$ cat config.mk
export PLATFORM = sky130hd
export DESIGN_NAME = ntc_log_cell
export DESIGN_NICKNAME = d
export VERILOG_FILES = /design/src/rtl/ntc_pkg.sv /design/src/rtl/ntc_log_cell.sv
export SDC_FILE = /design/constraint.sdc
export NUM_CORES = 2
export LEC_CHECK = 0
export ABC_AREA = 1
export BUFFER_PORTS_ARGS = -buffer_cell sky130_fd_sc_hd__buf_2
export CAP_MARGIN = 5
export CELL_PAD_IN_SITES_DETAIL_PLACEMENT = 0
export CELL_PAD_IN_SITES_GLOBAL_PLACEMENT = 1
export CORE_UTILIZATION = 30
export DETAILED_ROUTE_END_ITERATION = 8
export HOLD_SLACK_MARGIN = 0.15
export PLACE_DENSITY = 0.68
export SETUP_SLACK_MARGIN = 0.05
export SKIP_LAST_GASP = 1
export SLEW_MARGIN = 25
export SYNTH_ARGS = -nofsm -noshare
export SYNTH_HDL_FRONTEND = slang
export SYNTH_SLANG_ARGS = --single-unit
$ cat constraint.sdc
create_clock -name clk -period 6.74 [get_ports clk]
set_input_delay 0.674 -clock clk [delete_from_list [all_inputs] [get_ports clk]]
set_output_delay 0.674 -clock clk [all_outputs]
set_load 0.02 [all_outputs]
$ cat src/rtl/ntc_pkg.sv
// shared types and constants for the ntc adc to temperature pipeline
package ntc_pkg;

  localparam int ADC_WIDTH  = 16;
  localparam int R1_W       = 20;
  localparam int COEF_W     = 56;
  localparam int CFG_W      = 56;
  localparam int LOG_STEPS  = 24;
  localparam int MANT_W     = 31;
  localparam int FRAC_W     = 24;
  localparam int X_W        = R1_W + ADC_WIDTH;
  localparam int XK_W       = 6;
  localparam int SK_W       = 4;
  localparam int QUO_BITS   = 16;
  localparam int REM_W      = 62;
  localparam int DIV_W      = REM_W + QUO_BITS;
  localparam int ACC_W      = 100;

  localparam logic [31:0] LN2_Q32      = 32'd2977044472;
  localparam int          KELVIN_CENTI = 27315;

  typedef enum logic [2:0] {
    REG_FULL_SCALE = 3'd0,
    REG_R1         = 3'd1,
    REG_COEF_A     = 3'd2,
    REG_COEF_B     = 3'd3,
    REG_COEF_D     = 3'd4
  } cfg_reg_t;

  typedef struct packed {
    logic              ok;
    logic [XK_W-1:0]   k_num;
    logic [SK_W-1:0]   k_den;
    logic [MANT_W-1:0] m_num;
    logic [MANT_W-1:0] m_den;
    logic [FRAC_W-1:0] f_num;
    logic [FRAC_W-1:0] f_den;
  } log_word_t;

  typedef struct packed {
    logic ok;
    logic pneg;
    logic huge;
    logic zero;
    logic big;
  } div_flags_t;

  typedef struct packed {
    div_flags_t          flags;
    logic [REM_W-1:0]    rem;
    logic [DIV_W-1:0]    dvs;
    logic [QUO_BITS-1:0] quo;
  } div_word_t;

endpackage

$ cat src/rtl/ntc_log_cell.sv
// one fraction bit of log2 for numerator and denominator by squaring
module ntc_log_cell (
  input  logic               clk,
  input  logic               rst_n,
  input  logic               en,
  input  logic               in_vld,
  input  ntc_pkg::log_word_t in_word,
  output logic               out_vld,
  output ntc_pkg::log_word_t out_word
);
  import ntc_pkg::*;

  logic                vld_r;
  log_word_t           word_r;
  log_word_t           word_nxt;
  logic [2*MANT_W-1:0] sq_num;
  logic [2*MANT_W-1:0] sq_den;
  logic [MANT_W:0]     t_num;
  logic [MANT_W:0]     t_den;

  always_comb begin
    sq_num = in_word.m_num * in_word.m_num;
    sq_den = in_word.m_den * in_word.m_den;
    t_num  = sq_num[2*MANT_W-1:MANT_W-1];
    t_den  = sq_den[2*MANT_W-1:MANT_W-1];
    word_nxt       = in_word;
    // square back in [1,2) after a halving when it reached two
    word_nxt.m_num = t_num[MANT_W] ? t_num[MANT_W:1] : t_num[MANT_W-1:0];
    word_nxt.m_den = t_den[MANT_W] ? t_den[MANT_W:1] : t_den[MANT_W-1:0];
    word_nxt.f_num = {in_word.f_num[FRAC_W-2:0], t_num[MANT_W]};
    word_nxt.f_den = {in_word.f_den[FRAC_W-2:0], t_den[MANT_W]};
  end

  always_ff @(posedge clk) begin
    if (!rst_n) begin
      vld_r <= 1'b0;
    end else if (en) begin
      vld_r <= in_vld;
    end
  end

  always_ff @(posedge clk) begin
    if (en) begin
      word_r <= word_nxt;
    end
  end

  assign out_vld  = vld_r;
  assign out_word = word_r;

endmodule

# --- Word-level counts from Yosys, hierarchy flattened ---
# Index checks and enable logic that the tools add are counted.
op_classes:
  multipliers: 2
  n_mux: 2
ops:
  columns: ["operator", "count"]
  rows:
  - ["multiplier 31 x 31 -> 62 bit", 2]
  - ["2-to-1 mux 30 bit", 2]
totals:
  regBits: 122
  out_inout_bits: 122
  word_cells: 14

# --- Logic depth before layout (Yosys ltp) ---
depth:
  ltp_word: 2
  ltp_mapped: 35
  depth_no_buf: 32

# --- Worst setup path after synthesis ---
# Ideal clock, no wire load.
synth_timing:
  path_type: "input to register"
  start: "input port in_word[104] (netlist bit)"
  end: "register word_r (netlist bit out_word[100]) (data pin)"
  arrival_ns: 6.969
  required_ns: 6.488
  slack_ns: -0.481
  cell_stages: 30
  path_cell_list: "clkbuf_1 > buf_1 > nand2_1 > fa_1 > fa_1 > inv_1 > fa_1 > inv_1 > fa_1 > inv_1 > fa_1 > fa_1 > fa_1 > inv_1 > fa_1 > inv_1 > ha_1 > nand2_1 > nand2_1 > a21oi_1 > nand2_1 > nand2_1 > nand2_1 > a21oi_1 > nand2_1 > nand2_1 > nand2_1 > buf_4 > nand2_1 > nand2_1"
synth_lines:
  columns: ["item", "line_no", "text"]
  rows:
  - ["start: declaration", "ntc_log_cell.sv:7", "input ntc_pkg::log_word_t in_word,"]
  - ["end signal: assignment", "ntc_log_cell.sv:44", "word_r <= word_nxt;"]
  - ["end: declaration", "ntc_log_cell.sv:14", "log_word_t word_r;"]

==> flow_metrics.tcl <==
set metrics [dict create \
    status "finished, violations left" \
    violations "setup timing" \
    worst_pin_slew_ns 0.804 \
    path_buf_inv 9 \
    coreArea_sq_um 207000 \
    synth_edf_count 121 \
    synth_warnings 0 \
    layout_worst_path_cycle_share_pct 101 \
    start_util_pct 30.2 \
    grt_overflow_total 0 \
    grt_pass1_vias 55024 \
    cp_top_family "adder cells" \
    ioPinCount 247 \
    cts_buffers 17 \
    synthCells 7780 \
    ys_seq_area_share_pct 5.85 \
    clock_sinks 122 \
    area.growth.synth_to_final_pct 27.1 \
    gr-usage-all-layers_pct 18.0 \
    synthDistinctLibCells 39 \
    io_buffers 244 \
    fin_skew_ns 0 \
    cpMaxStageDelayCell "fa_1" \
    clk_latency_ns 0.46 \
    final_cells 11707 \
    setup_slack_ns -0.0627 \
    synth_top_area_share_pct 47.9 \
    synth_common_cells "inv_1, nand2_1, fa_1" \
    drt-total-wl_mm 184 \
    drive_above_1_share_pct 22.5 \
    die_h_um 458 \
    cts-root-buf "clkbuf_16" \
    clk_pin_slew_worst_paths_ns 0.07 \
    grt_first_pass_wirelength_mm 297 \
    hold_path_class "in2reg" \
    critPathCaptureType "flip-flop" \
    setup_viol 47 \
    ys_seq_elements 122 \
    criticalPathCategory "in2reg" \
    dieArea_sq_um 210000 \
    timing.final.crit_period_ns 6.80 \
    synth_flop_cell "edfxtp_1" \
    via_per_inst 4.26 \
    min_from "in_word[110]" \
    rsz0062_at_grt "true" \
    tns_ns -1.28 \
    n_antenna_cell 0 \
    ctsLongestPathBuffers 2 \
    regArea_sq_um 3650 \
    row_count 167 \
    synth.avg_cell_area_sq_um 8.03 \
    crit_fanout 10 \
    antenna_left 0 \
    drc 0 \
    wl_per_cell_um 15.7 \
    max_stage_delay_ns 0.54 \
    async_flop_share_pct 0 \
    worstReg2RegStart "out_vld" \
    grt_max_degree 79 \
    netlist_top_cells_area "fa_1, inv_1, nand2_1" \
    hold_buffers 0 \
    start_kind "input port" \
    first_iter_violations 2325 \
    slew_headroom_pct 46.4 \
    h-tree-depth 4 \
    cts_tree "built" \
    critPathRequiredTime_ns 6.95 \
    maxCapViolations 0 \
    nets 11059 \
    die_w_um 458 \
    multiInputGateArea_sq_um 50800 \
    grt_antenna_before_repair 4 \
    synth_area_sq_um 62500 \
    drt_first_pass_iters 8 \
    synth_top_cell_by_area "fa_1" \
    hold_viol 0 \
    synth_most_common_cell "inv_1" \
    vias 49925 \
    crit_start "in_word[72]" \
    syn-num-nets 9933 \
    dp_hpwl_mm 163 \
    placed_cells 11599 \
    clock.fmax_mhz 147 \
    fillers 21322 \
    drv_slew 0 \
    critPathArrivalTime_ns 7.02 \
    place_congestion 0.885 \
]
[repair_timing]
action / CTS / global route
setup buffers: 33 / 27
gates resized for setup: 457 / 454
gates cloned: 10 / 7
setup endpoints to repair: 64 / 64
pin swaps: 110 / 251
[layout make-up]
type | instances | share of cell area, %
repair buffers | 1309 | 13.8
clock buffers | 17 | 0.535
inverters | 2655 | 12.6
flip-flops and latches | 122 | 4.60
clock inverters | 15 | 0.192
multi-input cells | 4801 | 64.0
well taps | 2788 | 4.39
[layer usage]
layer / wire, um / vias to the layer above / track usage (%)
met5: 31 / - / 0
met4: 3310 / 4 / 3.46
met3: 9520 / 153 / 2.54
met2: 87600 / 1042 / 30.5
met1: 83200 / 24798 / 24.6
li1: - / 23928 / -
[kinds of logic (layout without fill, tap and decap cells)]
| logic type | Yosys count | count (layout) | share of synthesized area [%] |
|---|---|---|---|
| XOR/XNOR | 60 | 60 | 0.841 |
| buffers and inverters | 2857 | 3996 | 17.3 |
| flip-flops | 122 | 122 | 5.85 |
| AND/OR/NAND/NOR | 2520 | 2520 | 15.8 |
| AO/OA/AOI/OAI | 193 | 193 | 1.72 |
| adder cells (fa/ha/maj) | 2028 | 2028 | 58.5 |
[placed cells by master (no fill, tap or decap), drive strengths merged]
cell	n
nand4	26
a31o	4
nand3	132
xor2	38
clkinvlp	3
buf	1300
nand3b	3
a21boi	3
fa	1494
edfxtp	121
o21a	1
o21bai	26
nor2	218
xnor2	22
and2	9
clkinv	2
and3	4
inv	2665
nand2	2101
o21ai	34
a21o	5
clkbuf	26
dfxtp	1
ha	534
or2	7
a21oi	120
nor3	17
nor4	3
[worst reg2reg max path: cells and delay by family (launching register included)]
kind | cells | cell delay (ns)
compound gates | 2 | 0.22
flops | 1 | 0.31
[flip-flops by register name, indices dropped and copies added (netlist names)]
register and count:
out_vld 1, out_word 121
[through the flow]
| stage | instance area (sq um) | util [%] | hold WS [ns] | worst slack, ns |
|---|---|---|---|---|
| CTS | 77500 | 37.4 | 0.335 | -0.0281 |
| global placement | 74700 | 36.1 | 0.524 | -0.942 |
| detailed placement | 74700 | 36.1 | 0.538 | -0.932 |
| floorplan | 63200 | - | 0.606 | 0.0317 |
| global route | 79500 | 38.4 | 0.353 | -0.260 |
| finish | 79500 | 38.4 | 0.379 | -0.0627 |
[final timing paths]
kind / end / slack (ns) / depth (start not counted)
hold reg to reg: out_vld / 0.56 / 2
setup reg to reg: out_vld / 6.07 / 2
hold / removal: out_word[110] / 0.38 / 1
setup / recovery: out_word[58] / -0.06 / 28
Power is left out: the tool's default activity adds up to more than one toggle a clock period on the data nets, which glitch-free logic cannot reach.
