**src/rtl/ntc_pkg.sv**
```systemverilog
// shared types and constants for the ntc adc to temperature pipeline
package ntc_pkg;

  localparam int ADC_WIDTH  = 16;
  localparam int R1_W       = 20;
  localparam int COEF_W     = 56;
  localparam int CFG_W      = 56;
  localparam int LOG_STEPS  = 24;
  localparam int MANT_W     = 31;
  localparam int FRAC_W     = 24;
  localparam int X_W        = R1_W + ADC_WIDTH;
  localparam int XK_W       = 6;
  localparam int SK_W       = 4;
  localparam int QUO_BITS   = 16;
  localparam int REM_W      = 62;
  localparam int DIV_W      = REM_W + QUO_BITS;
  localparam int ACC_W      = 100;

  localparam logic [31:0] LN2_Q32      = 32'd2977044472;
  localparam int          KELVIN_CENTI = 27315;

  typedef enum logic [2:0] {
    REG_FULL_SCALE = 3'd0,
    REG_R1         = 3'd1,
    REG_COEF_A     = 3'd2,
    REG_COEF_B     = 3'd3,
    REG_COEF_D     = 3'd4
  } cfg_reg_t;

  typedef struct packed {
    logic              ok;
    logic [XK_W-1:0]   k_num;
    logic [SK_W-1:0]   k_den;
    logic [MANT_W-1:0] m_num;
    logic [MANT_W-1:0] m_den;
    logic [FRAC_W-1:0] f_num;
    logic [FRAC_W-1:0] f_den;
  } log_word_t;

  typedef struct packed {
    logic ok;
    logic pneg;
    logic huge;
    logic zero;
    logic big;
  } div_flags_t;

  typedef struct packed {
    div_flags_t          flags;
    logic [REM_W-1:0]    rem;
    logic [DIV_W-1:0]    dvs;
    logic [QUO_BITS-1:0] quo;
  } div_word_t;

endpackage

```
**src/rtl/ntc_div_cell.sv**
```systemverilog
// one quotient bit of the restoring division
module ntc_div_cell (
  input  logic               clk,
  input  logic               rst_n,
  input  logic               en,
  input  logic               in_vld,
  input  ntc_pkg::div_word_t in_word,
  output logic               out_vld,
  output ntc_pkg::div_word_t out_word
);
  import ntc_pkg::*;

  logic             vld_r;
  div_word_t        word_r;
  div_word_t        word_nxt;
  logic [DIV_W-1:0] dvs_sh;
  logic             ge;

  always_comb begin
    dvs_sh   = in_word.dvs >> 1;
    ge       = {{QUO_BITS{1'b0}}, in_word.rem} >= dvs_sh;
    word_nxt = in_word;
    word_nxt.dvs = dvs_sh;
    word_nxt.rem = ge ? (in_word.rem - dvs_sh[REM_W-1:0]) : in_word.rem;
    word_nxt.quo = {in_word.quo[QUO_BITS-2:0], ge};
  end

  always_ff @(posedge clk) begin
    if (!rst_n) begin
      vld_r <= 1'b0;
    end else if (en) begin
      vld_r <= in_vld;
    end
  end

  always_ff @(posedge clk) begin
    if (en) begin
      word_r <= word_nxt;
    end
  end

  assign out_vld  = vld_r;
  assign out_word = word_r;

endmodule

```
**config.mk**
```make
export PLATFORM = sky130hd
export DESIGN_NAME = ntc_div_cell
export DESIGN_NICKNAME = d
export VERILOG_FILES = /design/src/rtl/ntc_pkg.sv /design/src/rtl/ntc_div_cell.sv
export SDC_FILE = /design/constraint.sdc
export NUM_CORES = 1
export LEC_CHECK = 0
export BUFFER_PORTS_ARGS = -buffer_cell sky130_fd_sc_hd__clkbuf_2
export CAP_MARGIN = 30
export CORE_ASPECT_RATIO = 0.75
export CORE_UTILIZATION = 51
export DETAILED_ROUTE_END_ITERATION = 10
export GPL_TIMING_DRIVEN = 0
export PLACE_DENSITY = 0.93
export REMOVE_ABC_BUFFERS = 1
export SLEW_MARGIN = 10
export SYNTH_ARGS = -nofsm -noshare
export SYNTH_HDL_FRONTEND = slang
export SYNTH_SLANG_ARGS = --single-unit
export TNS_END_PERCENT = 30
```
**constraint.sdc**
```tcl
create_clock -name clk -period 4 [get_ports clk]
set_clock_uncertainty 0.15 [all_clocks]
set_input_delay 0.2 -clock clk [delete_from_list [all_inputs] [get_ports clk]]
set_output_delay 0.2 -clock clk [all_outputs]
set_load 0.01 [all_outputs]
```
* Word-level counts from Yosys, hierarchy flattened
Cells that the tools add are included.
** Word-level totals
- Bits in registers :: 161
- Input port bits :: 165
- Output and inout port bits :: 162
- Word-level logic and storage cells :: 12
** Operators by class
- Add/subtract/negate cells :: 1
- $lt $le $gt $ge :: 1
- Muxes and demuxes :: 1
** Operator list (count)
- $ge A62 B77 Y1 :: 1
- $mux W62 :: 1
- $sub A62 B62 Y62 :: 1

* Longest topological paths before layout
- Depth in word-level cells :: 2
- Mapped depth :: 15
- Mapped depth without buffers :: 13

* Worst setup path after synthesis
Ideal clock, no wire load.
- Path type :: input-to-reg
- Start point :: input port in_word[44] (netlist bit)
- End point :: register word_r (netlist bit out_word[152]) (data pin)
- Setup time :: 0.273 ns
- Arrival :: 2.522 ns
- Data required time :: 3.577 ns
- Slack :: 1.055 ns
- Stages :: 13
- Buffers on the path :: 1
- Cell sequence :: inv_1 > ha_1 > buf_6 > and4_4 > and2_1 > a22o_1 > o41a_1 > a21boi_4 > a211oi_4 > o31ai_4 > a31oi_4 > xor2_1 > o21ai_1
** RTL lines
- from (decl) :: RTL line ntc_div_cell.sv:7 : input ntc_pkg::div_word_t in_word,
- to (signal assigned) :: RTL line ntc_div_cell.sv:38 : word_r <= word_nxt;
- to (decl) :: RTL line ntc_div_cell.sv:14 : div_word_t word_r;

==> impl_metrics.tcl <==
set metrics [dict create \
    gr-max-usage-layer "met2" \
    post-place-ws_ps -37.7 \
    total_leakage_power_nw 6.28 \
    syn_to_final_growth_pct 42.1 \
    min_path_type "in2reg" \
    layout_commonest_cell "sky130_fd_sc_hd__clkbuf_2" \
    crit_arrival_ps 3990 \
    synthArstFlopShare_pct 0 \
    most_frequent_cells_in_the_layout "sky130_fd_sc_hd__clkbuf_2, sky130_fd_sc_hd__dlygate4sd3_1, sky130_fd_sc_hd__edfxtp_1" \
    totalNegativeSetupSlack_ps 0 \
    dpl.hpwl_mm 22.8 \
    design.final.nets 1649 \
    synth_area_um2 9700 \
    clock_tree_from_tritoncts "yes" \
    globalplace.congestion 0.990 \
    final-max-slew-violation-count 0 \
    die_x_um 161 \
    grt_overflow_total 0 \
    gr-usage-all-layers_pct 33.9 \
    period_minus_slack_ps 3870 \
    cts_max_path_buffers 2 \
    grt_pass1_wl_mm 50.5 \
    hold_slack_ps 202 \
    path_cells "dlygate4sd3_1, clkbuf_2, inv_1, ha_1, nand2_1, o21ai_0, a21oi_1, o21a_1, o221a_2, o32ai_4, o31ai_4, buf_4, buf_8, buf_8, a2111o_1, o211ai_2" \
    fmaxAchievable_ghz 0.259 \
    floorplan.io_pins 327 \
    effective_utilization_at_floorplan_pct 52.3 \
    first_global_vias 9364 \
    rows 43 \
    p_per_area_nw_per_um2 361 \
    die_ht_um 121 \
    path_class "in2reg" \
    wire_per_inst_um 20.1 \
    ys_warn_count 0 \
    drive_gt1_share_pct 27.2 \
    syn-instance-count 947 \
    detail_route.iter0.violations 1213 \
    place.port_buffers 323 \
    routed_wl_mm 33.8 \
    critPathMaxFanout 24 \
    ant_diodes 0 \
    vdd_drop_max_uv 230 \
    route.detailed.drc 0 \
    timing.final.hold_violations 0 \
    clk_pin_slew_ps 80 \
    worst_slew_pin_slew_ps 678 \
    result_of_the_run "finished, final reports clean" \
    use_met2_pct 54.2 \
    synth-main-ff-cell "sky130_fd_sc_hd__edfxtp_1" \
    synth-edff-count 160 \
    h-tree-depth 4 \
    cts_inserted_buffers 17 \
    avgSynthCellArea_um2 10.2 \
    grt_antenna_before_repair 0 \
    final.setup.worst_slack_ps 133 \
    clk_root_buffer_cell "sky130_fd_sc_hd__clkbuf_16" \
    critPathLaunchType "input pin" \
    num_vias 9814 \
    finalSetupViolations 0 \
    synth_seq_cells 161 \
    met1_usage_pct 43.0 \
    setup.worst_path.end_class "register" \
    slowest_stage "sky130_fd_sc_hd__dlygate4sd3_1" \
    largest_net_degree_at_the_start_of_global_routing 90 \
    grt.met3_usage_pct 8.89 \
    drt_pass1_iterations 6 \
    worstSkewPairLatency_ps 430 \
    synth_cell_type_count 68 \
    critical_path.most_common_cell "sky130_fd_sc_hd__buf_8" \
    slowest_delay_ps 520 \
    core_area_um2 18600 \
    worst_ep_required_time_ps 4120 \
    cap_violations 0 \
    ant_nets 0 \
    synth_seq_area_share_pct 49.7 \
    n_fill_cell 1193 \
    clock_sinks 161 \
    max-slew-margin-rel_pct 54.4 \
    dieArea_um2 19600 \
    drt-vias-per-instance 5.84 \
    fin_crit_sh_pct 96.7 \
]
per-layer routing:
layer | vias up | part of all wire (%) | routed length (um)
li1 | 4389 | - | -
met1 | 4494 | 39 | 13300
met2 | 757 | 46 | 15400
met3 | 174 | 10 | 3430
met4 | 0 | 4.9 | 1650
met5 | - | 0 | 0
layout make-up:
type                            count  area (um2)  share of cell area (%)
Sequential cell                   161        4820                    35.0
Multi-Input combinational cell    666        4360                    31.6
Timing Repair Buffer              496        3390                    24.6
Clock buffer                       17         425                    3.09
Tap cell                          247         309                    2.24
Inverter                           79         297                    2.15
Clock inverter                     15         180                    1.31
path summary, 6_finish.rpt:
kind	from	end	slack (ps)	depth (start not counted)
worst max-delay path	in_word[49]	out_word[132]$_DFFE_PP_	130	16
worst min-delay path	en	out_word[59]$_DFFE_PP_	200	1
worst min register to register	out_vld$_SDFFE_PN0P_	out_vld$_SDFFE_PN0P_	960	3
worst max register to register	out_vld$_SDFFE_PN0P_	out_vld$_SDFFE_PN0P_	2680	3
power breakdown:
group	total, W	internal [W]	switching, W
Clock	0.00167	0.000848	0.000819
Combinational	0.00127	0.000531	0.000735
Sequential	0.00205	0.00200	0.0000467
Total	0.00498	0.00338	0.00160
timing repair:
| action | in CTS | in global routing |
|---|---|---|
| hold buffers | 161 | 0 |
| endpoints found under the hold margin | 160 | 0 |
| setup buffers | 0 | 4 |
| gates resized for setup | 0 | 3 |
| setup endpoints to repair | 0 | 34 |
kinds of logic after synthesis:
kind of cell             synth area share (%)
multiplexers                            0.103
flip-flops                               49.7
other                                  0.0387
XOR/XNOR                                 5.24
adder cells (fa/ha/maj)                  8.20
buffers and inverters                    5.62
AO/OA/AOI/OAI                            17.7
AND/OR/NAND/NOR                          13.4
worst max-delay path: cells and delay by family:
family | cells | cell delay, ps
AO/OA/AOI/OAI | 8 | 2050
buffers and inverters | 6 | 1190
adder cells (fa/ha/maj) | 1 | 460
AND/OR/NAND/NOR | 1 | 80
sequential cells by signal, indices dropped and copies added (netlist names):
register  flops
out_vld       1
out_word    160
per-stage QoR:
stage | total power [W] | utilization (%) | area (um2) | cells
floorplan | 0.00272 | - | 9450 | 906
detailed placement | 0.00315 | 62.0 | 11500 | 1483
global route | 0.00515 | 74.3 | 13800 | 1681
finish | 0.00498 | 74.3 | 13800 | 1681
global placement | 0.00311 | 61.3 | 11400 | 1476
CTS | 0.00491 | 73.9 | 13700 | 1676
synthesized netlist by cell type (all sizes together), types with 7 or more instances:
cell type  number  share of area (%)
a21o           32                2.5
a21oi          85                4.5
buf            23                1.8
clkbuf         18               0.75
edfxtp        160                 50
ha             62                8.0
inv            79                3.1
nand2         122                4.7
nand2b         13               0.84
nand3           9               0.46
nand4          28                1.8
nor2           45                1.7
nor2b           7               0.45
nor3           16               0.83
nor4            8               0.64
o21ai         102                5.3
o21bai         12               0.93
xnor2          37                3.3
xor2           21                1.9
Power figures use the tool's default switching activity.
